===== src/rtl/core/cmfs_pkg.sv =====
// ----------------------------------------------------------------------------
// Cube map face select package
// Default widths and face codes shared by the face select / UV unit.
// ----------------------------------------------------------------------------
`default_nettype none

package cmfs_pkg;

   localparam int COMPONENT_WIDTH = 16;
   localparam int UV_WIDTH        = 16;

   localparam int FACE_WIDTH = 3;

   localparam logic [FACE_WIDTH-1:0] FACE_NEG_X = 3'd0;
   localparam logic [FACE_WIDTH-1:0] FACE_POS_X = 3'd1;
   localparam logic [FACE_WIDTH-1:0] FACE_NEG_Y = 3'd2;
   localparam logic [FACE_WIDTH-1:0] FACE_POS_Y = 3'd3;
   localparam logic [FACE_WIDTH-1:0] FACE_NEG_Z = 3'd4;
   localparam logic [FACE_WIDTH-1:0] FACE_POS_Z = 3'd5;

endpackage

`default_nettype wire


===== src/rtl/core/cubemap_face_select_uv_unit.sv =====
// ----------------------------------------------------------------------------
// Cube map face select and UV projection unit
// Picks the cube face from the major axis of a direction vector and projects
// the two minor components to unsigned face coordinates.
// ----------------------------------------------------------------------------
// Stages in order: input register, face select, offset add, divider.
// Throughput: one item per cycle unless rsp_tready stalls the output; the
// divider is a chain of UV_WIDTH restoring stages, one quotient bit per stage,
// so every stage is pipelined. Bubbles collapse while the output is stalled.
// Reset clears only the stage valid bits; data registers are not reset.
`default_nettype none

module cubemap_face_select_uv_unit #(
   parameter int COMPONENT_WIDTH = cmfs_pkg::COMPONENT_WIDTH,
   parameter int UV_WIDTH        = cmfs_pkg::UV_WIDTH
) (
   input  wire logic                                  clock,
   input  wire logic                                  reset,
   // req_tdata: dir_x, dir_y, dir_z (lowest bits first), zero padded
   input  wire logic [((3*COMPONENT_WIDTH+7)/8)*8-1:0] req_tdata,
   input  wire logic                                  req_tvalid,
   output logic                                       req_tready,
   // rsp_tdata: coord_u, coord_v (lowest bits first), zero padded
   output logic [((2*UV_WIDTH+7)/8)*8-1:0]            rsp_tdata,
   // rsp_tuser: face[2:0], zero_vector[3]
   output logic [cmfs_pkg::FACE_WIDTH:0]              rsp_tuser,
   output logic                                       rsp_tvalid,
   input  wire logic                                  rsp_tready
);

   localparam int W        = COMPONENT_WIDTH;
   localparam int U        = UV_WIDTH;
   localparam int FW       = cmfs_pkg::FACE_WIDTH;
   localparam int NS       = U + 4;
   localparam int RSP_BITS = ((2*UV_WIDTH+7)/8)*8;

   typedef struct packed {
      logic signed [W-1:0] x;
      logic signed [W-1:0] y;
      logic signed [W-1:0] z;
   } in_type;

   typedef struct packed {
      logic [FW-1:0]     face;
      logic              zero;
      logic [W-1:0]      m;
      logic signed [W:0] su;
      logic signed [W:0] sv;
   } sel_type;

   typedef struct packed {
      logic [FW-1:0] face;
      logic          zero;
      logic [W:0]    a_u;
      logic [W:0]    a_v;
      logic [W:0]    d;
   } add_type;

   typedef struct packed {
      logic [FW-1:0] face;
      logic          zero;
      logic [W:0]    d;
      logic [W:0]    rem_u;
      logic [W:0]    rem_v;
      logic [U-1:0]  lo_u;
      logic [U-1:0]  lo_v;
      logic [U-1:0]  q_u;
      logic [U-1:0]  q_v;
   } div_type;

   logic [NS-1:0] valid_ff;
   logic [NS-1:0] en;

   in_type  in_ff,  in_in;
   sel_type sel_ff, sel_in;
   add_type add_ff, add_in;
   div_type div_ff [U+1];
   div_type div_in [U+1];

   // Stage enables: a stage moves when it is empty or its successor moves.
   always_comb begin
      en[NS-1] = !valid_ff[NS-1] || rsp_tready;
      for (int i = NS-2; i >= 0; i--) begin
         en[i] = !valid_ff[i] || en[i+1];
      end
   end

   assign req_tready = en[0];

   // Input unpack
   always_comb begin
      in_in.x = req_tdata[W-1:0];
      in_in.y = req_tdata[2*W-1:W];
      in_in.z = req_tdata[3*W-1:2*W];
   end

   // Major axis select and minor component signs
   logic [W-1:0]      ax, ay, az;
   logic signed [W:0] ex, ey, ez;
   logic              sel_x, sel_y;

   always_comb begin
      ax = in_ff.x[W-1] ? (~in_ff.x + 1'b1) : in_ff.x;
      ay = in_ff.y[W-1] ? (~in_ff.y + 1'b1) : in_ff.y;
      az = in_ff.z[W-1] ? (~in_ff.z + 1'b1) : in_ff.z;
      ex = {in_ff.x[W-1], in_ff.x};
      ey = {in_ff.y[W-1], in_ff.y};
      ez = {in_ff.z[W-1], in_ff.z};
      sel_x = (ax >= ay) && (ax >= az);
      sel_y = !sel_x && (ay >= az);
      sel_in.zero = (ax == '0) && (ay == '0) && (az == '0);
      if (sel_x) begin
         sel_in.m    = ax;
         sel_in.face = in_ff.x[W-1] ? cmfs_pkg::FACE_NEG_X : cmfs_pkg::FACE_POS_X;
         sel_in.su   = in_ff.x[W-1] ? -ez : ez;
         sel_in.sv   = -ey;
      end else if (sel_y) begin
         sel_in.m    = ay;
         sel_in.face = in_ff.y[W-1] ? cmfs_pkg::FACE_NEG_Y : cmfs_pkg::FACE_POS_Y;
         sel_in.su   = ex;
         sel_in.sv   = in_ff.y[W-1] ? ez : -ez;
      end else begin
         sel_in.m    = az;
         sel_in.face = in_ff.z[W-1] ? cmfs_pkg::FACE_NEG_Z : cmfs_pkg::FACE_POS_Z;
         sel_in.su   = (ez > 0) ? -ex : ex;
         sel_in.sv   = -ey;
      end
      if (sel_in.zero) begin
         sel_in.face = cmfs_pkg::FACE_NEG_X;
      end
   end

   // Shift minor components into [0, 2m], divisor is 2m
   logic signed [W:0] m_s;

   always_comb begin
      m_s          = {1'b0, sel_ff.m};
      add_in.face  = sel_ff.face;
      add_in.zero  = sel_ff.zero;
      add_in.a_u   = sel_ff.su + m_s;
      add_in.a_v   = sel_ff.sv + m_s;
      add_in.d     = {sel_ff.m, 1'b0};
   end

   logic [W+U:0] n_u, n_v;

   // Restoring divider, one quotient bit per stage
   logic [W+1:0] t_u   [U];
   logic [W+1:0] t_v   [U];
   logic [W+1:0] dif_u [U];
   logic [W+1:0] dif_v [U];
   logic         ge_u  [U];
   logic         ge_v  [U];

   always_comb begin
      // Dividend a * (2^U - 1); top bits seed the remainder (below 2m for a nonzero vector)
      n_u = {add_ff.a_u, {U{1'b0}}} - {{U{1'b0}}, add_ff.a_u};
      n_v = {add_ff.a_v, {U{1'b0}}} - {{U{1'b0}}, add_ff.a_v};
      div_in[0].face  = add_ff.face;
      div_in[0].zero  = add_ff.zero;
      div_in[0].d     = add_ff.d;
      div_in[0].rem_u = n_u[W+U:U];
      div_in[0].rem_v = n_v[W+U:U];
      div_in[0].lo_u  = n_u[U-1:0];
      div_in[0].lo_v  = n_v[U-1:0];
      div_in[0].q_u   = '0;
      div_in[0].q_v   = '0;
      for (int k = 0; k < U; k++) begin
         t_u[k]   = {div_ff[k].rem_u, div_ff[k].lo_u[U-1]};
         t_v[k]   = {div_ff[k].rem_v, div_ff[k].lo_v[U-1]};
         dif_u[k] = t_u[k] - {1'b0, div_ff[k].d};
         dif_v[k] = t_v[k] - {1'b0, div_ff[k].d};
         ge_u[k]  = t_u[k] >= {1'b0, div_ff[k].d};
         ge_v[k]  = t_v[k] >= {1'b0, div_ff[k].d};
         div_in[k+1].face  = div_ff[k].face;
         div_in[k+1].zero  = div_ff[k].zero;
         div_in[k+1].d     = div_ff[k].d;
         div_in[k+1].rem_u = ge_u[k] ? dif_u[k][W:0] : t_u[k][W:0];
         div_in[k+1].rem_v = ge_v[k] ? dif_v[k][W:0] : t_v[k][W:0];
         div_in[k+1].lo_u  = {div_ff[k].lo_u[U-2:0], 1'b0};
         div_in[k+1].lo_v  = {div_ff[k].lo_v[U-2:0], 1'b0};
         div_in[k+1].q_u   = {div_ff[k].q_u[U-2:0], ge_u[k]};
         div_in[k+1].q_v   = {div_ff[k].q_v[U-2:0], ge_v[k]};
      end
   end

   // Valid bits
   always_ff @(posedge clock) begin
      if (reset) begin
         valid_ff <= '0;
      end else begin
         if (en[0]) begin
            valid_ff[0] <= req_tvalid;
         end
         for (int i = 1; i < NS; i++) begin
            if (en[i]) begin
               valid_ff[i] <= valid_ff[i-1];
            end
         end
      end
   end

   // Data registers
   always_ff @(posedge clock) begin
      if (en[0] && req_tvalid) begin
         in_ff <= in_in;
      end
      if (en[1] && valid_ff[0]) begin
         sel_ff <= sel_in;
      end
      if (en[2] && valid_ff[1]) begin
         add_ff <= add_in;
      end
      for (int k = 0; k <= U; k++) begin
         if (en[3+k] && valid_ff[2+k]) begin
            div_ff[k] <= div_in[k];
         end
      end
   end

   // Output
   logic [U-1:0] coord_u, coord_v;

   assign coord_u    = div_ff[U].zero ? '0 : div_ff[U].q_u;
   assign coord_v    = div_ff[U].zero ? '0 : div_ff[U].q_v;
   assign rsp_tdata  = {{(RSP_BITS-2*U){1'b0}}, coord_v, coord_u};
   assign rsp_tuser  = {div_ff[U].zero, div_ff[U].face};
   assign rsp_tvalid = valid_ff[NS-1];

endmodule

`default_nettype wire


===== config.mk =====
export PLATFORM = sky130hd
export DESIGN_NAME = cubemap_face_select_uv_unit
export DESIGN_NICKNAME = d
export VERILOG_FILES = /design/src/rtl/core/cmfs_pkg.sv /design/src/rtl/core/cubemap_face_select_uv_unit.sv
export SDC_FILE = /design/constraint.sdc
export NUM_CORES = 2
export LEC_CHECK = 0
export BUFFER_PORTS_ARGS = -buffer_cell sky130_fd_sc_hd__buf_2
export CAP_MARGIN = 5
export CORE_MARGIN = 8
export CORE_UTILIZATION = 42
export CTS_CLUSTER_DIAMETER = 60
export DETAILED_ROUTE_END_ITERATION = 7
export SLEW_MARGIN = 20
export SYNTH_ARGS = -nofsm -noshare
export SYNTH_HDL_FRONTEND = slang
export SYNTH_SLANG_ARGS = --single-unit

===== constraint.sdc =====
create_clock -name clock -period 12.8 [get_ports clock]
set_clock_uncertainty 0.15 [all_clocks]
set_input_delay 3.84 -clock clock [delete_from_list [all_inputs] [get_ports clock]]
set_output_delay 3.84 -clock clock [all_outputs]
set_load 0.05 [all_outputs]

After elaboration in Yosys (flattened, before gate mapping)

Memories as Yosys holds them, arrays and structs flattened.
Cells that the tools add are included.

Order comparisons: 36
Mux-type cells: 81
Shift-type cells: 0
$add $sub $neg: 42
Eq/ne operators: 0
Reduce and logical (&&, ||, !) cells: 68
Divide/modulo/power cells: 0
Bitwise operators: 3
$mul: 0

Operator list:

| cell                    | number |
|---|---|
| $mux W17                | 35 |
| $ge A18 B17 Y1          | 32 |
| $sub A17 B17 Y17        | 32 |
| $mux W50                | 2 |
| $mux W16                | 5 |
| $sub A33 B17 Y33        | 2 |
| $neg A16 Y17            | 3 |
| $add A16 B1 Y16 const B | 3 |
| $ge A16 B16 Y1          | 3 |
| $logic_not A16 Y1       | 3 |
| $not A16 Y16            | 3 |
| $mux W1                 | 37 |
| $add A17 B17 Y17        | 2 |
| $logic_and A1 B1 Y1     | 24 |
| $logic_not A1 Y1        | 21 |
| $logic_or A1 B1 Y1      | 20 |
| $gt A16 B1 Y1 const B   | 1 |
| $mux W3                 | 2 |

Output and inout port bits: 38
Memories kept: 1
Input port bits: 52
Bits in registers: 176
Bits in writable memories: 2023
ROM bits: 0
Word-level logic and storage cells: 264
Bits in latches: 0

Memory list:

| memory | words | width | rd ports | clocked after Yosys merged registers in | wr ports | line                              | RTL |
|---|---|---|---|---|---|---|---|
| div_ff | 17    | 119   | 17       | 0                                       | 17       | cubemap_face_select_uv_unit.sv:77 | `div_type div_ff [U+1];` |

Longest topological paths before layout

Word-level depth: 22
Depth in mapped cells: 20
Mapped depth without buffers: 17

Least setup slack after synthesis

No wires, ideal clock.

Kind: input-to-reg
Start point: input rsp_tready
End point: memory div_ff[0][833] (netlist name), enable pin
Required time: 11988 ps
Arrival time: 11125 ps
Buffers on the path: 1
Stages on the path: 7
Path slack: 863 ps
Library setup time: 662 ps
Path through: nor2b_1 -> and3_1 -> and3_1 -> and3_1 -> and3_1 -> clkbuf_1 -> a21boi_0

RTL lines:

| item            | line                              | RTL |
|---|---|---|
| start, declared | cubemap_face_select_uv_unit.sv:28 | `input wire logic rsp_tready` |
| end, declared   | cubemap_face_select_uv_unit.sv:77 |  |

Worst setup path after layout

Start point: input rsp_tready
End point: output req_tready

Longest elaborated chain between the ends: 20

Ends and longest elaborated chain:

| item                             | line                              | RTL |
|---|---|---|
| $logic_or A1 B1 Y1               | cubemap_face_select_uv_unit.sv:82 | `en[NS-1] = !valid_ff[NS-1] \|\| rsp_tready;` |
| $logic_or A1 B1 Y1 (19 in a row) | cubemap_face_select_uv_unit.sv:84 | `en[i] = !valid_ff[i] \|\| en[i+1];` |
| end, declared                    | cubemap_face_select_uv_unit.sv:22 | `output logic req_tready,` |

Every way passes these cells.

==> reports/qor.json <==
{
  "outcome": "finished clean",
  "layout_min_cycle_time_ns": 10.64,
  "drive_gt1_share_pct": 12.1,
  "finalCritPeriodShare_pct": 83.1,
  "timing.critical_path.to_type": "primary output",
  "synth_common_cells": "edfxtp_1 (1,568), ha_1 (603), inv_1 (426), nor2_1 (405), nand2_1 (398)",
  "viasPerCell": 5.35,
  "antenna_violations_before_repair": 3,
  "drtAntennaViolNets": 0,
  "yosys_register_bits": 1588,
  "area_share_of_the_largest_cell_type_after_synthesis_pct": 57.1,
  "detail_route.wl_per_cell_um": 21.3,
  "ys_dominant_reg_cell": "edfxtp_1",
  "post-synth-top-area-cell": "edfxtp_1",
  "worstMarginPinSlew_ns": 1.09,
  "synth.yosys.seq_area_share_pct": 57.6,
  "drcViolationCount": 0,
  "critical_path.cell_chain": "buf_2 -> nor2b_1 -> and3_1 -> and3_1 -> nand2_1 -> nor4_2 -> buf_4 -> nand4_1 -> buf_2",
  "grt_pass1_vias": 51100,
  "cell_leakage_power_nw": 34.3,
  "dr.pass1.iters": 5,
  "crit_path_start_kind": "input pin",
  "effective_utilization_at_floorplan_pct": 42.3,
  "slew_headroom_pct": 27.6,
  "hold_path_class": "reg2reg",
  "max_stage_delay_ns": 0.44,
  "overall_routed_net_length_mm": 203,
  "clk-insertion-delay-late_ns": 0.82,
  "worst_ep_arrival_time_ns": 6.65,
  "dp_hpwl_mm": 158,
  "portBuffers": 89,
  "dieHeight_um": 459,
  "maxClockFrequency_ghz": 0.0940,
  "post-place-cells": 9158,
  "grt_start_max_net_pins": 87,
  "number_of_vias_in_the_routed_layout": 50800,
  "synth.lib_cells_used.distinct": 85,
  "global_route.usage.total_pct": 18.8,
  "report.final.setup_viol": 0,
  "hold_violations": 0,
  "numClockSinks": 1588,
  "sequential_cell_area_um2": 47500,
  "required_ns": 8.81,
  "detail_route.iter0.violations": 3825,
  "placement.cell_area_um2": 86400,
  "die-area_um2": 211000,
  "max-cap-violations": 0,
  "cts_post_setup_buffers_inserted": 0,
  "combPwrFrac_pct": 6.1,
  "cells_after_synthesis": 6502,
  "power_frac_clock_pct": 44.3,
  "r2r_setup_slk_ns": 6.85,
  "power.ir.vdd_worst_uv": 108,
  "fp.coreArea_um2": 195000,
  "cts.htree.levels": 4,
  "syn_area_per_cell_um2": 12.7,
  "cts.reportedPaths.clkPinSlew_ns": 0.06,
  "total_clock_buffers_created_by_cts": 176,
  "post-layout-total-power_mw": 11.8,
  "area_used_by_multi_input_combinational_logic_um2": 33100,
  "power.switching_mw": 2.72,
  "fp.dieW_um": 459,
  "crit_type": "in2out",
  "mappedNetlistArea_um2": 82400,
  "cp_max_fo": 7,
  "timing.critical_path.slowest_stage_cell": "nor2b_1",
  "switching_share_pct": 23.0,
  "fin_tns_setup_ns": 0,
  "post_route_insts_no_fill": 9506,
  "clock_tree_from_tritoncts": "done",
  "final_cell_area_um2": 92700,
  "place_congestion": 0.899,
  "synth_area_leaders": "edfxtp_1 (57%), ha_1 (9.2%), mux2_2 (4.1%), xnor2_1 (3.3%), xor2_1 (2.4%)",
  "synth_most_common_cell": "edfxtp_1",
  "ctsLongestPathBuffers": 3,
  "io_pins": 90,
  "power_density_nw_per_um2": 128,
  "timing_max_transition_violations_final": 0,
  "global_route.overflow_total": 0,
  "root_cell_of_the_clock_tree": "clkbuf_16",
  "total_number_of_nets_in_the_final_design": 7403,
  "rows": 162,
  "rsz0062_at_grt": "no",
  "synth-async-reset-ratio_pct": 0,
  "area.growth.synth_to_final_pct": 12.5,
  "power_internal_mw": 9.12,
  "synth-edff-count": 1568,
  "postcts_resize_cnt": 0,
  "grt_pass1_wl_mm": 307,
  "synth.yosys.warnings": 0,
  "cts_hold_buf": 0,
  "total_nets_after_synthesis": 7189,
  "filler_cell_count": 17300,
  "proportion_of_power_drawn_by_flip_flops_and_latches_pct": 49.6
}
## flip-flops by register name, indices dropped and copies added, names as in the netlist
signal / flops
sel_ff: 34
ez: 16
ex: 16
add_in: 20
ey: 16
valid_ff: 20
add_ff: 54
div_ff: 1412
## power by group through the flow
stage	clock network, mW	registers [mW]	logic [mW]
after global routing	5.58	5.88	0.811
after floorplan	0	5.92	0.552
after detailed placement	0	5.99	0.724
final	5.24	5.87	0.723
after CTS	5.39	5.88	0.729
after global placement	0	5.99	0.713
## final cells by class
cell class,count,area share (%)
sequential,1588,51.2
clock buffer,197,4.84
inverter,427,1.73
clock inverter,133,1.82
multi-input combinational,4370,35.7
antenna,14,0.0378
tap,2624,3.54
timing repair buffer,153,1.06
## kinds of logic after synthesis
family	synth area share, %
buf+inv	2.51
simple gates	8.93
xor+xnor	5.70
fa+ha+maj	9.93
compound gates	10.1
flops	57.6
mux	5.18
## cell usage in the layout (no fill, tap or decap), drive strengths merged, types with 116 or more instances in the layout
master	count
edfxtp	1568
nor2b	143
clkbuf	197
ha	603
buf	153
a21oi	369
mux2	311
o21ai	313
a21o	116
o21a	121
nor2	405
xor2	229
nand2	398
inv	440
xnor2	307
nor3	138
## per-layer routing
| metal | vias up | global-route usage [%] | routed length [um] | share of wire (%) |
|---|---|---|---|---|
| li1 | 24700 | - | - | - |
| met1 | 24700 | 24.1 | 88100 | 43 |
| met2 | 1113 | 32.0 | 96900 | 48 |
| met3 | 329 | 2.64 | 8320 | 4.1 |
| met4 | 0 | 7.77 | 9280 | 4.6 |
| met5 | - | 0 | 0 | 0 |
## path summary, 6_finish.rpt
kind                       start             end  cells after the start
setup / recovery      rsp_tready      req_tready                      9
setup reg to reg           ex[0]      add_in[52]                     17
hold / removal    div_ff[0][592]  div_ff[0][711]                      0
hold reg to reg   div_ff[0][592]  div_ff[0][711]                      0
## critical path: cells and delay by family
family,cells,cell delay (ns)
buffers and inverters,3,0.62
and+or+nand+nor,6,2.17
## stage by stage
stage	hold WS, ns	setup WS [ns]	util (%)
after floorplan	0.250	0.863	-
after global placement	0.251	2.15	44.3
after detailed placement	0.255	2.15	44.3
after CTS	0.235	2.12	47.5
after global routing	0.251	1.96	47.5
final	0.241	2.16	47.5
Power figures use the tool's default switching activity.
